[config.mk]
export PLATFORM = sky130hd
export DESIGN_NAME = mouse_wheel_emulation
export DESIGN_NICKNAME = d
export VERILOG_FILES = /design/src/sv/mwe_pkg.sv /design/src/sv/mouse_wheel_emulation.sv
export SDC_FILE = /design/constraint.sdc
export NUM_CORES = 1
export LEC_CHECK = 0
export ABC_AREA = 0
export CORE_ASPECT_RATIO = 1.1
export CORE_UTILIZATION = 36
export CTS_CLUSTER_SIZE = 14
export DETAILED_ROUTE_END_ITERATION = 16
export DONT_BUFFER_PORTS = 1
export GPL_ROUTABILITY_DRIVEN = 0
export RECOVER_POWER = 50
export REMOVE_ABC_BUFFERS = 1
export SETUP_SLACK_MARGIN = 0.5
export SYNTH_ARGS = -nofsm -noshare
export SYNTH_HDL_FRONTEND = slang
export SYNTH_SLANG_ARGS = --single-unit
[constraint.sdc]
create_clock -name clk -period 7.2 [get_ports clk]
set_input_delay 0.72 -clock clk [delete_from_list [all_inputs] [get_ports clk]]
set_output_delay 0.72 -clock clk [all_outputs]
set_load 0.05 [all_outputs]
[src/sv/mwe_pkg.sv]
package mwe_pkg;

  localparam int MAX_BUTTONS = 32;
  localparam int MAX_DELTA   = 64;
  localparam int CLICK_CAP   = 64;

  localparam int BTN_W    = 6;
  localparam int TRAVEL_W = 18;
  localparam int CNT_W    = $clog2(CLICK_CAP + 1);
  localparam int CFG_IDX_W = 4;
  localparam int CFG_DATA_W = 16;

  localparam logic [CFG_IDX_W-1:0] REG_ENABLED    = 4'd0;
  localparam logic [CFG_IDX_W-1:0] REG_EMU_BUTTON = 4'd1;
  localparam logic [CFG_IDX_W-1:0] REG_INERTIA    = 4'd2;
  localparam logic [CFG_IDX_W-1:0] REG_TIMEOUT    = 4'd3;
  localparam logic [CFG_IDX_W-1:0] REG_X_UP       = 4'd4;
  localparam logic [CFG_IDX_W-1:0] REG_X_DOWN     = 4'd5;
  localparam logic [CFG_IDX_W-1:0] REG_Y_UP       = 4'd6;
  localparam logic [CFG_IDX_W-1:0] REG_Y_DOWN     = 4'd7;

  localparam logic [BTN_W-1:0] RST_EMU_BUTTON = 6'd4;
  localparam logic [15:0]      RST_INERTIA    = 16'd10;
  localparam logic [15:0]      RST_TIMEOUT    = 16'd200;
  localparam logic [BTN_W-1:0] RST_X_UP       = 6'd0;
  localparam logic [BTN_W-1:0] RST_X_DOWN     = 6'd0;
  localparam logic [BTN_W-1:0] RST_Y_UP       = 6'd4;
  localparam logic [BTN_W-1:0] RST_Y_DOWN     = 6'd5;

  localparam logic signed [7:0] DELTA_HI = 8'(MAX_DELTA);
  localparam logic signed [7:0] DELTA_LO = 8'(-MAX_DELTA);

  localparam logic signed [TRAVEL_W-1:0] TRAVEL_MAX = {1'b0, {(TRAVEL_W-1){1'b1}}};
  localparam logic signed [TRAVEL_W-1:0] TRAVEL_MIN = {1'b1, {(TRAVEL_W-1){1'b0}}};

endpackage

[src/sv/mouse_wheel_emulation.sv]
// An event accepted in IDLE is evaluated in EVAL; the word for a button event, or for
// motion that is not scrolled, is registered there once the output slot is free;
// scrolled motion on a configured axis goes on through START and LOOP, which issue its
// wheel clicks (at most 64), stepped by the shared travel adder, one click per cycle
// while the output is taken. One event at a time: the next is taken only back in IDLE.
// Reset: synchronous active-low rst_n restores register defaults, clears state.
module mouse_wheel_emulation import mwe_pkg::*; (
  input  logic                  clk,
  input  logic                  rst_n,
  input  logic                  in_valid,
  output logic                  in_ready,
  input  logic                  in_command,
  input  logic [7:0]            in_event_button,
  input  logic                  in_button_pressed,
  input  logic [1:0]            in_axis_code,
  input  logic signed [7:0]     in_motion_delta,
  input  logic [31:0]           in_now_ms,
  output logic                  out_valid,
  input  logic                  out_ready,
  output logic                  out_consumed,
  output logic                  out_click_valid,
  output logic [BTN_W-1:0]      out_click_button,
  output logic                  out_last,
  input  logic                  cfg_valid,
  output logic                  cfg_ready,
  input  logic [CFG_IDX_W-1:0]  cfg_index,
  input  logic [CFG_DATA_W-1:0] cfg_data
);

  typedef enum logic [1:0] {IDLE, EVAL, START, LOOP} state_t;

  state_t state_r;

  logic             enabled_r;
  logic [BTN_W-1:0] emu_button_r, x_up_r, x_down_r, y_up_r, y_down_r;
  logic [15:0]      inertia_r, timeout_r;

  logic                       held_r;
  logic [31:0]                deadline_r;
  logic signed [TRAVEL_W-1:0] x_travel_r, y_travel_r;

  logic              cmd_r, pressed_r;
  logic [7:0]        btn_r;
  logic [1:0]        axis_r;
  logic signed [7:0] delta_r;
  logic [31:0]       now_r;

  logic signed [TRAVEL_W-1:0] t_r;
  logic                       neg_r, is_x_r, pend_r;
  logic [BTN_W-1:0]           wheel_btn_r;
  logic [CNT_W-1:0]           cnt_r;

  logic             out_valid_r, out_consumed_r, out_click_valid_r, out_last_r;
  logic [BTN_W-1:0] out_click_button_r;

  logic                       slot_free;
  logic                       b_ok;
  logic                       emu_match;
  logic [31:0]                dl_diff;
  logic                       before_dl;
  logic [15:0]                step;
  logic signed [TRAVEL_W:0]   start_sum;
  logic signed [TRAVEL_W-1:0] start_t;
  logic signed [TRAVEL_W:0]   loop_sum;
  logic                       loop_more;
  logic signed [7:0]          delta_sat;
  logic                       axis_ok;

  assign in_ready  = (state_r == IDLE);
  assign cfg_ready = 1'b1;
  assign slot_free = !out_valid_r || out_ready;

  assign out_valid        = out_valid_r;
  assign out_consumed     = out_consumed_r;
  assign out_click_valid  = out_click_valid_r;
  assign out_click_button = out_click_button_r;
  assign out_last         = out_last_r;

  always_comb begin
    b_ok      = (cfg_data[BTN_W-1:0] <= BTN_W'(MAX_BUTTONS));
    emu_match = (btn_r == {2'b00, emu_button_r});
    dl_diff   = deadline_r - now_r;
    before_dl = (dl_diff != 32'd0) && !dl_diff[31];
    step      = (inertia_r == 16'd0) ? 16'd1 : inertia_r;
    axis_ok   = ((axis_r == 2'd0) && (x_up_r != '0)) || ((axis_r == 2'd1) && (y_up_r != '0));

    if (in_motion_delta > DELTA_HI) begin
      delta_sat = DELTA_HI;
    end else if (in_motion_delta < DELTA_LO) begin
      delta_sat = DELTA_LO;
    end else begin
      delta_sat = in_motion_delta;
    end

    // clamp travel plus delta into the travel range
    start_sum = (is_x_r ? {x_travel_r[TRAVEL_W-1], x_travel_r}
                        : {y_travel_r[TRAVEL_W-1], y_travel_r})
              + {{(TRAVEL_W-7){delta_r[7]}}, delta_r};
    if (start_sum > $signed({TRAVEL_MAX[TRAVEL_W-1], TRAVEL_MAX})) begin
      start_t = TRAVEL_MAX;
    end else if (start_sum < $signed({TRAVEL_MIN[TRAVEL_W-1], TRAVEL_MIN})) begin
      start_t = TRAVEL_MIN;
    end else begin
      start_t = start_sum[TRAVEL_W-1:0];
    end

    // step travel toward zero; the sign of the result tells whether |t| > step
    loop_sum = neg_r ? ({t_r[TRAVEL_W-1], t_r} + $signed({3'b000, step}))
                     : ({t_r[TRAVEL_W-1], t_r} - $signed({3'b000, step}));
    loop_more = (neg_r ? loop_sum[TRAVEL_W] : (!loop_sum[TRAVEL_W] && (loop_sum != '0)))
              && (cnt_r < CNT_W'(CLICK_CAP));
  end

  always_ff @(posedge clk) begin
    if (!rst_n) begin
      state_r      <= IDLE;
      enabled_r    <= 1'b0;
      emu_button_r <= RST_EMU_BUTTON;
      inertia_r    <= RST_INERTIA;
      timeout_r    <= RST_TIMEOUT;
      x_up_r       <= RST_X_UP;
      x_down_r     <= RST_X_DOWN;
      y_up_r       <= RST_Y_UP;
      y_down_r     <= RST_Y_DOWN;
      held_r       <= 1'b0;
      deadline_r   <= 32'd0;
      x_travel_r   <= '0;
      y_travel_r   <= '0;
      out_valid_r  <= 1'b0;
    end else begin
      if (cfg_valid) begin
        case (cfg_index)
          REG_ENABLED:    enabled_r <= cfg_data[0];
          REG_EMU_BUTTON: if (b_ok) emu_button_r <= cfg_data[BTN_W-1:0];
          REG_INERTIA:    inertia_r <= cfg_data;
          REG_TIMEOUT:    timeout_r <= cfg_data;
          REG_X_UP:       if (b_ok) x_up_r <= cfg_data[BTN_W-1:0];
          REG_X_DOWN:     if (b_ok) x_down_r <= cfg_data[BTN_W-1:0];
          REG_Y_UP:       if (b_ok) y_up_r <= cfg_data[BTN_W-1:0];
          REG_Y_DOWN:     if (b_ok) y_down_r <= cfg_data[BTN_W-1:0];
          default: ;
        endcase
      end

      if (out_valid_r && out_ready) begin
        out_valid_r <= 1'b0;
      end

      case (state_r)
        IDLE: begin
          if (in_valid) begin
            cmd_r     <= in_command;
            btn_r     <= in_event_button;
            pressed_r <= in_button_pressed;
            axis_r    <= in_axis_code;
            delta_r   <= delta_sat;
            now_r     <= in_now_ms;
            is_x_r    <= (in_axis_code == 2'd0);
            state_r   <= EVAL;
          end
        end
        EVAL: begin
          if (slot_free) begin
            // default: one word without a click
            out_valid_r        <= 1'b1;
            out_consumed_r     <= 1'b0;
            out_click_valid_r  <= 1'b0;
            out_click_button_r <= '0;
            out_last_r         <= 1'b1;
            state_r            <= IDLE;
            if (enabled_r && !cmd_r && emu_match) begin
              out_consumed_r <= 1'b1;
              held_r         <= pressed_r;
              if (pressed_r) begin
                deadline_r <= {16'd0, timeout_r} + now_r;
              end else if (before_dl) begin
                out_click_valid_r  <= 1'b1;
                out_click_button_r <= btn_r[BTN_W-1:0];
              end
            end else if (enabled_r && cmd_r && (held_r || emu_button_r == '0)) begin
              out_consumed_r <= 1'b1;
              if (!(emu_button_r != '0 && before_dl) && axis_ok) begin
                // hold the output word; the click loop issues it
                out_valid_r <= 1'b0;
                state_r     <= START;
              end
            end
          end
        end
        START: begin
          t_r    <= start_t;
          neg_r  <= start_t[TRAVEL_W-1];
          cnt_r  <= '0;
          pend_r <= 1'b0;
          if (is_x_r) begin
            wheel_btn_r <= start_t[TRAVEL_W-1] ? x_up_r : x_down_r;
          end else begin
            wheel_btn_r <= start_t[TRAVEL_W-1] ? y_up_r : y_down_r;
          end
          state_r <= LOOP;
        end
        LOOP: begin
          if (slot_free) begin
            if (loop_more) begin
              t_r    <= loop_sum[TRAVEL_W-1:0];
              cnt_r  <= cnt_r + CNT_W'(1);
              pend_r <= 1'b1;
              if (pend_r) begin
                out_valid_r        <= 1'b1;
                out_consumed_r     <= 1'b1;
                out_click_valid_r  <= 1'b1;
                out_click_button_r <= wheel_btn_r;
                out_last_r         <= 1'b0;
              end
            end else begin
              out_valid_r        <= 1'b1;
              out_consumed_r     <= 1'b1;
              out_click_valid_r  <= pend_r;
              out_click_button_r <= pend_r ? wheel_btn_r : '0;
              out_last_r         <= 1'b1;
              // write travel back; any click clears the other axis
              if (is_x_r) begin
                x_travel_r <= t_r;
                if (cnt_r != '0) y_travel_r <= '0;
              end else begin
                y_travel_r <= t_r;
                if (cnt_r != '0) x_travel_r <= '0;
              end
              state_r <= IDLE;
            end
          end
        end
        default: state_r <= IDLE;
      endcase
    end
  end

endmodule
==> impl_metrics.tcl, run 1 <==
set metrics [dict create \
    slew_viol_final 110 \
    ctsHoldBuffers 0 \
    worstPathCellList "nor3_1 -> nand2b_1 -> nor4_1 -> nand3b_1 -> nand2b_1 -> inv_1 -> ha_1 -> nand2_1 -> nor3_1 -> a31oi_1 -> xnor2_1 -> ha_1 -> and4_4 -> and2_1 -> a221oi_1 -> o21ai_0 -> o2111a_1 -> o21ai_0 -> nand4b_1 -> o211ai_2 -> nand4_4 -> o21a_1 -> a22o_2" \
    ant_nets 0 \
    ir_drop_uv 160 \
    grt_util_all_layers 0.184 \
    ys_warn_count 0 \
    clkPwrFrac 0.472 \
    antenna_found_initial 0 \
    syn-instance-count 1539 \
    period_minus_slack_ns 5.71 \
    powerDensity_nw_per_um2 196 \
    grt_pass1_wl_um 58900 \
    clk_latency_ns 0.56 \
    grt_pass1_vias 11200 \
    cts_inserted_buffers 27 \
    cp_max_fo 18 \
    cts_setup_buffers 0 \
    port_buffers 0 \
    ys_ff_latch 230 \
    yosysSeqAreaShare 0.396 \
    grt_setup_unrepaired "false" \
    viasPerCell 5.52 \
    cpPeakStageDelay_ns 0.55 \
    p_switching_uw 716 \
    synth-edff-count 95 \
    p_comb_frac 0.060 \
    switching_share 0.239 \
    nFillCells 3798 \
    hp-class "input pin to flop" \
    grt_max_degree 81 \
    drt_pre_antenna_iters 7 \
    cts_sinks 230 \
    async_flop_share 0 \
    worst_slew_pin_slew_ns 3.98 \
    fin_crit_sh 0.794 \
    maxSlewHeadroom -1.65 \
    drtIter0Drc 779 \
    p_leak_uw 0.00612 \
    clock.fmax_mhz 175 \
    cpLargestDelayFamily "compound AO/OA/AOI/OAI gates" \
    antennaDiodeCount 0 \
    final_layout_size_suffix_gt1_frac 0.0705 \
    dpl.hpwl_um 27500 \
    die_w_um 190 \
    cts_htree_levels 1 \
    ys.flop_type "dfxtp_1" \
    outcome "finished, violations left" \
    cts.clk_slew.worst_paths_ns 0.06 \
    startpoint_type "flop" \
    vias 11200 \
    avgSynthCellArea_um2 9.12 \
    die_y_um 209 \
    wire_per_inst_um 18.1 \
    tns_ns 0 \
    drv_cap 2 \
    pwr-share-seq 0.468 \
    drc 0 \
    design.core.area_um2 38300 \
    setup.worst_path.end_class "flop" \
    io_pins 89 \
    critPathBufInv 1 \
    violations "capacitance limit, slew limit" \
    cp.arrival_ns 6.15 \
    slowest_stage "nor4_1" \
    fin_util 0.400 \
    routed_wl_um 36800 \
    initial_core_util 0.367 \
    clock_skew_ns 0.0275 \
    rows 75 \
    synth_cell_types 86 \
    cts_root_buffer "clkbuf_16" \
    dieArea_um2 39800 \
    cts_buffer_depth 3 \
    tritoncts "yes" \
    final_nets 1678 \
    cts_resized 0 \
    cp.required_ns 7.63 \
    grt-ovfl-total 0 \
    crit_type "flop to flop" \
    area_growth_pct 9.08 \
    internal_power_uw 2280 \
    synthesis.area_um2 14000 \
    hold_viol 0 \
    finalSetupViolations 0 \
]
[cell usage in the layout, fill, tap and decap left out, types with 7 or more instances in the layout]
master | Yosys | layout
o21ai_0 | 59 | 59
o211ai_1 | 15 | 15
a22o_1 | 35 | 35
or2_2 | 10 | 10
mux2i_1 | 38 | 38
nand3b_1 | 7 | 7
nor2_1 | 145 | 145
dfxtp_1 | 135 | 135
nand2_1 | 180 | 180
a31oi_1 | 10 | 10
and3_1 | 13 | 12
a211oi_1 | 28 | 28
nor3_1 | 30 | 30
a22o_2 | 8 | 8
o21a_1 | 14 | 14
ha_1 | 86 | 86
or3_1 | 7 | 7
clkbuf_16 | 0 | 28
and2_0 | 0 | 7
a21oi_1 | 126 | 125
mux2_2 | 18 | 18
nand2b_1 | 13 | 13
xor2_1 | 36 | 36
inv_1 | 65 | 65
xnor2_1 | 56 | 56
and2_1 | 15 | 8
nor2b_1 | 16 | 16
nand4_1 | 15 | 15
edfxtp_1 | 95 | 95
nor4_1 | 15 | 15
clkbuf_1 | 50 | 12
a21o_1 | 23 | 23
nand3_1 | 42 | 42
[cells in the mapped netlist (5+ instances only)]
cell type	instances	area, um2
a21boi_0	5	37.5
and3_1	13	81.3
a22o_2	8	80.1
a31oi_1	10	62.6
nor2b_1	16	100
nand3_1	42	210
nor3_1	30	150
a311oi_1	5	43.8
o211ai_1	15	113
a211oi_1	28	210
a41oi_1	5	43.8
edfxtp_1	95	2850
o21ai_0	59	295
ha_1	86	1080
or2_2	10	62.6
o21a_1	14	105
xnor2_1	56	490
o211a_1	5	50.1
nand2_1	180	676
and2_1	15	93.8
clkbuf_1	50	188
a21o_1	23	173
nand2b_1	13	81.3
a2111oi_0	5	43.8
mux4_2	6	135
nand3b_1	7	52.6
nor4_1	15	93.8
nand4_1	15	93.8
or3_1	7	43.8
a22o_1	35	307
buf_6	5	56.3
mux2_2	18	203
nor2_1	145	544
dfxtp_1	135	2700
nor4b_1	6	52.6
a21oi_1	126	631
mux2i_1	38	380
inv_1	65	244
xor2_1	36	315
[sequential cells by signal, summed over array words and instances, names as in the netlist, 8 cells and up, named ones only]
signal,flops
y_travel_r,18
now_r,32
x_travel_r,18
deadline_r,32
delta_r,8
btn_r,8
timeout_r,16
t_r,18
inertia_r,16
[worst paths after layout]
check	from	endpoint	slack (ns)	depth (start not counted)
max	inertia_r[11]	y_travel_r[4]	1.49	23
min	rst_n	emu_button_r[2]	0.24	1
max reg2reg	inertia_r[11]	y_travel_r[4]	1.49	23
min reg2reg	deadline_r[4]	deadline_r[4]	0.46	2
[layout make-up]
class | count | area, um2 | area share
multi-input cells | 1180 | 7940 | 0.519
flip-flops and latches | 230 | 5560 | 0.363
clock buffers | 39 | 752 | 0.0491
well taps | 500 | 626 | 0.0409
inverters | 66 | 248 | 0.0162
clock inverters | 10 | 149 | 0.00972
repair buffers | 6 | 37.5 | 0.00245
[power groups by stage]
stage	sequential (uW)	clock (uW)	combinational [uW]
detailed placement	1430	0	180
global route	1410	1490	202
floorplan	1420	0	138
global placement	1430	0	178
CTS	1400	1440	181
finish	1400	1420	181
[layer usage]
metal  vias to the layer above  track usage  part of all wire
met2                       239        0.322              0.49
met1                      5342        0.229              0.44
met3                        66       0.0324             0.043
met5                         -            0                 0
met4                         0       0.0560             0.029
li1                       5573            -                 -
[stage by stage]
stage | total power, uW | std cells | hold slack [ns] | setup WS [ns] | area, um2
after detailed placement | 1610 | 1982 | 0.449 | 1.53 | 14400
after floorplan | 1560 | 1476 | 0.432 | 1.53 | 13700
final | 3000 | 2031 | 0.236 | 1.49 | 15300
after global placement | 1610 | 1982 | 0.443 | 1.72 | 14400
after CTS | 3030 | 2031 | 0.212 | 1.48 | 15300
after global routing | 3100 | 2031 | 0.229 | 0.779 | 15300
[kinds of logic (layout without fill, tap and decap cells)]
logic type,Yosys count,after routing,synth area share
muxes,62,62,0.0512
adders and majority gates,90,90,0.0824
DFF,230,230,0.396
AOI/OAI and AO/OA,396,396,0.190
buffers and inverters,129,121,0.0386
other,1,1,0.000267
xor gates and xnor gates,92,92,0.0574
and+or+nand+nor,539,539,0.184
(Power assumes the default switching activity.)
==> inputs of run 2 (changes only) <==
==> constraint.sdc (replaced) <==
create_clock -name clk -period 5.2 [get_ports clk]
set_input_delay 0.52 -clock clk [delete_from_list [all_inputs] [get_ports clk]]
set_output_delay 0.52 -clock clk [all_outputs]
set_load 0.05 [all_outputs]
==> run 2 against run 1 <==
- the run still ends with capacitance limit, slew limit left
- worst hold slack got worse by 0.20 ns
- fmax rose by 18%
- worst setup slack got worse by 1.1 ns
- clock power rose by 40%
- register-to-register slack got worse by 1.1 ns
- critical path depth rose by 1
- critical endpoint is now out_click_button[2]
- largest power group unchanged
- highest routed layer unchanged
==> impl_metrics.tcl, run 2 (same netlist as run 1, synthesis figures left out) <==
set metrics [dict create \
    stdcell_area_um2 16100 \
    final_layout_size_suffix_gt1_frac 0.132 \
    ant_nets 0 \
    r2r-end "out_click_button[2]" \
    worstHoldStart "rst_n" \
    period_minus_slack_ns 4.86 \
    drt_pre_antenna_iters 5 \
    viasPerCell 5.54 \
    io_pins 89 \
    maxSlewHeadroom -0.351 \
    startpoint "inertia_r[12]" \
    setup.worst_path.end_class "flop" \
    rows 75 \
    routed_wl_um 38100 \
    wire_per_inst_um 18.3 \
    cp_max_fo 5 \
    slew_viol_final 132 \
    vias 11600 \
    cp.required_ns 5.47 \
    startpoint_type "flop" \
    final_nets 1734 \
    hold_viol 0 \
    ir_drop_uv 256 \
    cts_sinks 230 \
    tns_ns 0 \
    reg2reg_slack_ns 0.34 \
    clock.fmax_mhz 206 \
    finalSetupViolations 0 \
    fin_crit_sh 0.935 \
    drv_cap 3 \
    setup.worst_path.end "out_click_button[2]" \
    p_leak_uw 0.00650 \
    grt_pass1_vias 11300 \
    cts_root_buffer "clkbuf_16" \
    tritoncts "yes" \
    final_cell_mix "177 x nand2_1, 141 x nor2_1, 132 x dfxtp_1, 121 x a21oi_1, 95 x edfxtp_1" \
    grt_setup_unrepaired "true" \
    design.core.area_um2 38300 \
    outcome "finished, violations left" \
    die_w_um 190 \
    grt-ovfl-total 0 \
    cts_buffer_depth 3 \
    reg.largest.list "deadline_r (32), now_r (32)" \
    clock_skew_ns 0.0192 \
    drtIter0Drc 786 \
    antenna_found_initial 0 \
    grt_util_all_layers 0.189 \
    violations "capacitance limit, slew limit" \
    antennaDiodeCount 0 \
    cts_htree_levels 1 \
    die_y_um 209 \
    report.power.total_uw 4210 \
    dpl.hpwl_um 28000 \
    dieArea_um2 39800 \
    crit_type "flop to flop" \
    fin_util 0.421 \
    grt_pass1_wl_um 60200 \
    cts.clk_slew.worst_paths_ns 0.07 \
    area_growth_pct 14.7 \
    cp.arrival_ns 5.13 \
    powerDensity_nw_per_um2 261 \
    cts_inserted_buffers 27 \
    placed_area_um2 14600 \
    drc 0 \
    r2r_start "inertia_r[12]" \
    initial_core_util 0.367 \
    grt_max_degree 51 \
    whs_path_depth 1 \
    final_common_cell "nand2_1" \
    r2r_cells 24 \
    hp-class "input pin to flop" \
    clk_latency_ns 0.56 \
    port_buffers 0 \
    worst_slew_pin_slew_ns 2.03 \
]
-- run 2: routing by layer --
metal / vias up / routed length [um] / GRT usage
met4: 0 / 920 / 0.0483
li1: 5679 / - / -
met5: - / 0 / 0
met1: 5572 / 16400 / 0.234
met3: 49 / 1690 / 0.0284
met2: 263 / 19100 / 0.339
-- run 2: timing repair --
item | CTS | global route
setup buffers | 21 | 8
endpoints found under the setup margin | 82 | 80
hold buffers | 0 | 0
resized for setup | 37 | 30
pin swaps | 21 | 19
cloned | 1 | 1
-- run 2: per-stage QoR --
step	setup WS [ns]	instances	hold slack, ns
after floorplan	-0.474	1476	0.432
after global routing	0.146	2088	0.0129
after global placement	0.0753	2007	0.445
final	0.340	2088	0.0321
after detailed placement	-0.0918	2007	0.448
after CTS	0.499	2079	0.00105
-- run 2: power breakdown --
part,switching (uW),total (uW),internal (uW)
Clock,802,1990,1190
Sequential,34.7,1940,1910
Combinational,167,276,109
-- run 2: worst min path at each step --
stage	end	slack [ns]
finish	y_down_r[2]	0.03
global route	y_down_r[2]	0.01
floorplan	deadline_r[0]	0.43
global placement	deadline_r[0]	0.44
detailed placement	deadline_r[3]	0.45
CTS	y_down_r[2]	0.001
-- run 2: worst max-delay path, cell delays in order, from the launching register on --
cell and delay, ns:
dfxtp_4 0.36, nor3_4 0.19, nand2b_1 0.14, nor4_4 0.27, nand3b_1 0.14, nand2b_1 0.14, inv_2 0.06, ha_4 0.17
nand2_4 0.07, nor3_4 0.06, a31oi_4 0.22, xnor2_2 0.14, ha_1 0.26, and4_4 0.20, and2_4 0.17, a22o_1 0.20
or3_4 0.39, xor2_2 0.16, nor2b_2 0.10, nand4_1 0.16, o2111ai_1 0.23, o31a_1 0.27, nor2_2 0.05, nor3_2 0.22
buf_4 0.21
-- run 2: final cells by class --
class,count,area [um2]
Sequential cell,230,5560
Tap cell,500,626
Fill cell,3763,22200
Clock inverter,12,129
Clock buffer,38,808
Multi-Input combinational cell,1180,8200
Timing Repair Buffer,62,529
Inverter,66,248
==> inputs of run 3 (changes only) <==
--- a/config.mk
+++ b/config.mk
@@ -7,7 +7,8 @@
 export LEC_CHECK = 0
 export ABC_AREA = 0
 export CORE_ASPECT_RATIO = 1.1
-export CORE_UTILIZATION = 36
+export CORE_MARGIN = 1.5
+export CORE_UTILIZATION = 35
 export CTS_CLUSTER_SIZE = 14
 export DETAILED_ROUTE_END_ITERATION = 16
 export DONT_BUFFER_PORTS = 1
==> run 3 against run 2 <==
- the run ends with DRC, capacitance limit, slew limit left
- sequential share of layout area is 0.41 points lower
- cell count is 0.43% higher
- die area is 3.8% higher
- non-clock buffer count is 7 higher
- final area is 1.2% higher
- combinational power is 4% higher
- fmax is 2.0% lower
- flip-flop and latch count stayed put
- via count is 0.46% higher
- register-to-register slack worse by 0.10 ns
- largest power group is now sequential cells
==> impl_metrics.tcl, run 3 (same netlist as run 1, synthesis figures left out) <==
set metrics [dict create \
    powerDensity_nw_per_um2 251 \
    hold_viol 0 \
    grt_pass1_vias 11300 \
    clock.fmax_mhz 202 \
    final_nets 1739 \
    wire_per_inst_um 18.7 \
    vias 11600 \
    startpoint_type "flop" \
    tritoncts "yes" \
    p_leak_uw 0.00661 \
    grt-ovfl-total 0 \
    dpl.cell_count 2011 \
    cp.required_ns 5.62 \
    clk_latency_ns 0.53 \
    routed_wl_um 39100 \
    die_w_um 194 \
    reg2reg_slack_ns 0.24 \
    clock_skew_ns 0.00978 \
    antennaDiodeCount 0 \
    drc 1 \
    port_buffers 0 \
    design.core.area_um2 39400 \
    r2r-end "y_travel_r[4]" \
    cpMostUsedCell "buf_4" \
    slowest_stage "dfxtp_4" \
    cts_inserted_buffers 25 \
    grt_max_degree 66 \
    drv_cap 1 \
    cts_htree_levels 1 \
    final_layout_size_suffix_gt1_frac 0.140 \
    ant_nets 0 \
    die_y_um 213 \
    instances_no_fill 2097 \
    cp.arrival_ns 5.38 \
    initial_core_util 0.357 \
    outcome "finished, violations left" \
    cpPeakStageDelay_ns 0.36 \
    hp-class "input pin to flop" \
    dieArea_um2 41300 \
    antenna_found_initial 0 \
    ir_drop_uv 204 \
    viasPerCell 5.54 \
    grt_util_all_layers 0.182 \
    r2r_cells 28 \
    dpl.hpwl_um 28300 \
    final_cell_mix "177 x nand2_1, 139 x nor2_1, 131 x dfxtp_1, 120 x a21oi_1, 95 x edfxtp_1" \
    drtIter0Drc 701 \
    cts.clk_slew.worst_paths_ns 0.07 \
    slew_viol_final 29 \
    whs_path_depth 1 \
    cts_root_buffer "clkbuf_16" \
    violations "DRC, capacitance limit, slew limit" \
    crit_type "flop to flop" \
    rows 76 \
    cts_sinks 230 \
    io_pins 89 \
    ctsHoldBuffers 0 \
    final_common_cell "nand2_1" \
    cts_buffer_depth 3 \
    maxSlewHeadroom -0.132 \
    finalSetupViolations 0 \
    holdWs_ns 0.0620 \
    worst_slew_pin_slew_ns 1.70 \
    startpoint "inertia_r[12]" \
    cp_max_fo 4 \
    period_minus_slack_ns 4.96 \
    setup.worst_path.end "y_travel_r[4]" \
    drt_pre_antenna_iters 11 \
    r2r_start "inertia_r[12]" \
    fin_crit_sh 0.954 \
    reg.largest.list "deadline_r (32), now_r (32)" \
    area_growth_pct 16.1 \
    setup.worst_path.end_class "flop" \
    grt_setup_unrepaired "true" \
    grt_pass1_wl_um 60700 \
]
[run 3: cell type report]
cell class | count | area [um2]
clock inverter | 11 | 149
sequential | 230 | 5560
inverter | 66 | 249
fill | 3851 | 23100
tap | 507 | 634
multi-input combinational | 1180 | 8280
timing repair buffer | 69 | 723
clock buffer | 34 | 699
[run 3: worst min-delay path by stage]
stage	startpoint	endpoint	slack (ns)
floorplan	deadline_r[0]	deadline_r[0]	0.43
global placement	deadline_r[0]	deadline_r[0]	0.44
detailed placement	deadline_r[3]	deadline_r[3]	0.45
CTS	rst_n	timeout_r[3]	0.04
global route	rst_n	y_down_r[2]	0.06
finish	rst_n	y_down_r[0]	0.06
[run 3: power by group]
| group | switching [uW] | internal (uW) |
|---|---|---|
| registers | 34.9 | 1910 |
| clock network | 766 | 1100 |
| logic | 170 | 117 |
| total | 972 | 3120 |
[run 3: worst max-delay path: cells and delay by family, from the launching register on]
kind	cells	cell delay [ns]
flip-flops	1	0.36
XOR/XNOR	1	0.09
adder cells (fa/ha/maj)	1	0.33
AO/OA/AOI/OAI	7	1.47
AND/OR/NAND/NOR	6	0.94
buffers and inverters	13	1.64
[run 3: metal layers]
layer  up-vias  wire (um)  track usage
li1       5695          -            -
met1      5574      16900        0.229
met2       282      19600        0.333
met3        65       1550       0.0210
met4         0       1110       0.0450
met5         -          0            0
[run 3: timing repair]
action,CTS,global route
pin swaps,25,54
resized for setup,39,49
endpoints found under the setup margin,79,82
buffers inserted,22,9
gates cloned,2,8
[run 3: through the flow]
stage / setup WS [ns] / setup TNS (ns) / cell area [um2] / utilization / power, uW
2_1_floorplan: -0.474 / -12.47 / 13700 / - / 2160
3_3_place_gp: 0.196 / 0 / 14600 / 0.372 / 2230
3_5_place_dp: 0.0586 / 0 / 14600 / 0.372 / 2240
4_1_cts: 0.371 / 0 / 15900 / 0.403 / 4110
5_1_grt: -0.0284 / -0.129 / 16300 / 0.414 / 4230
6_report: 0.240 / 0 / 16300 / 0.414 / 4100
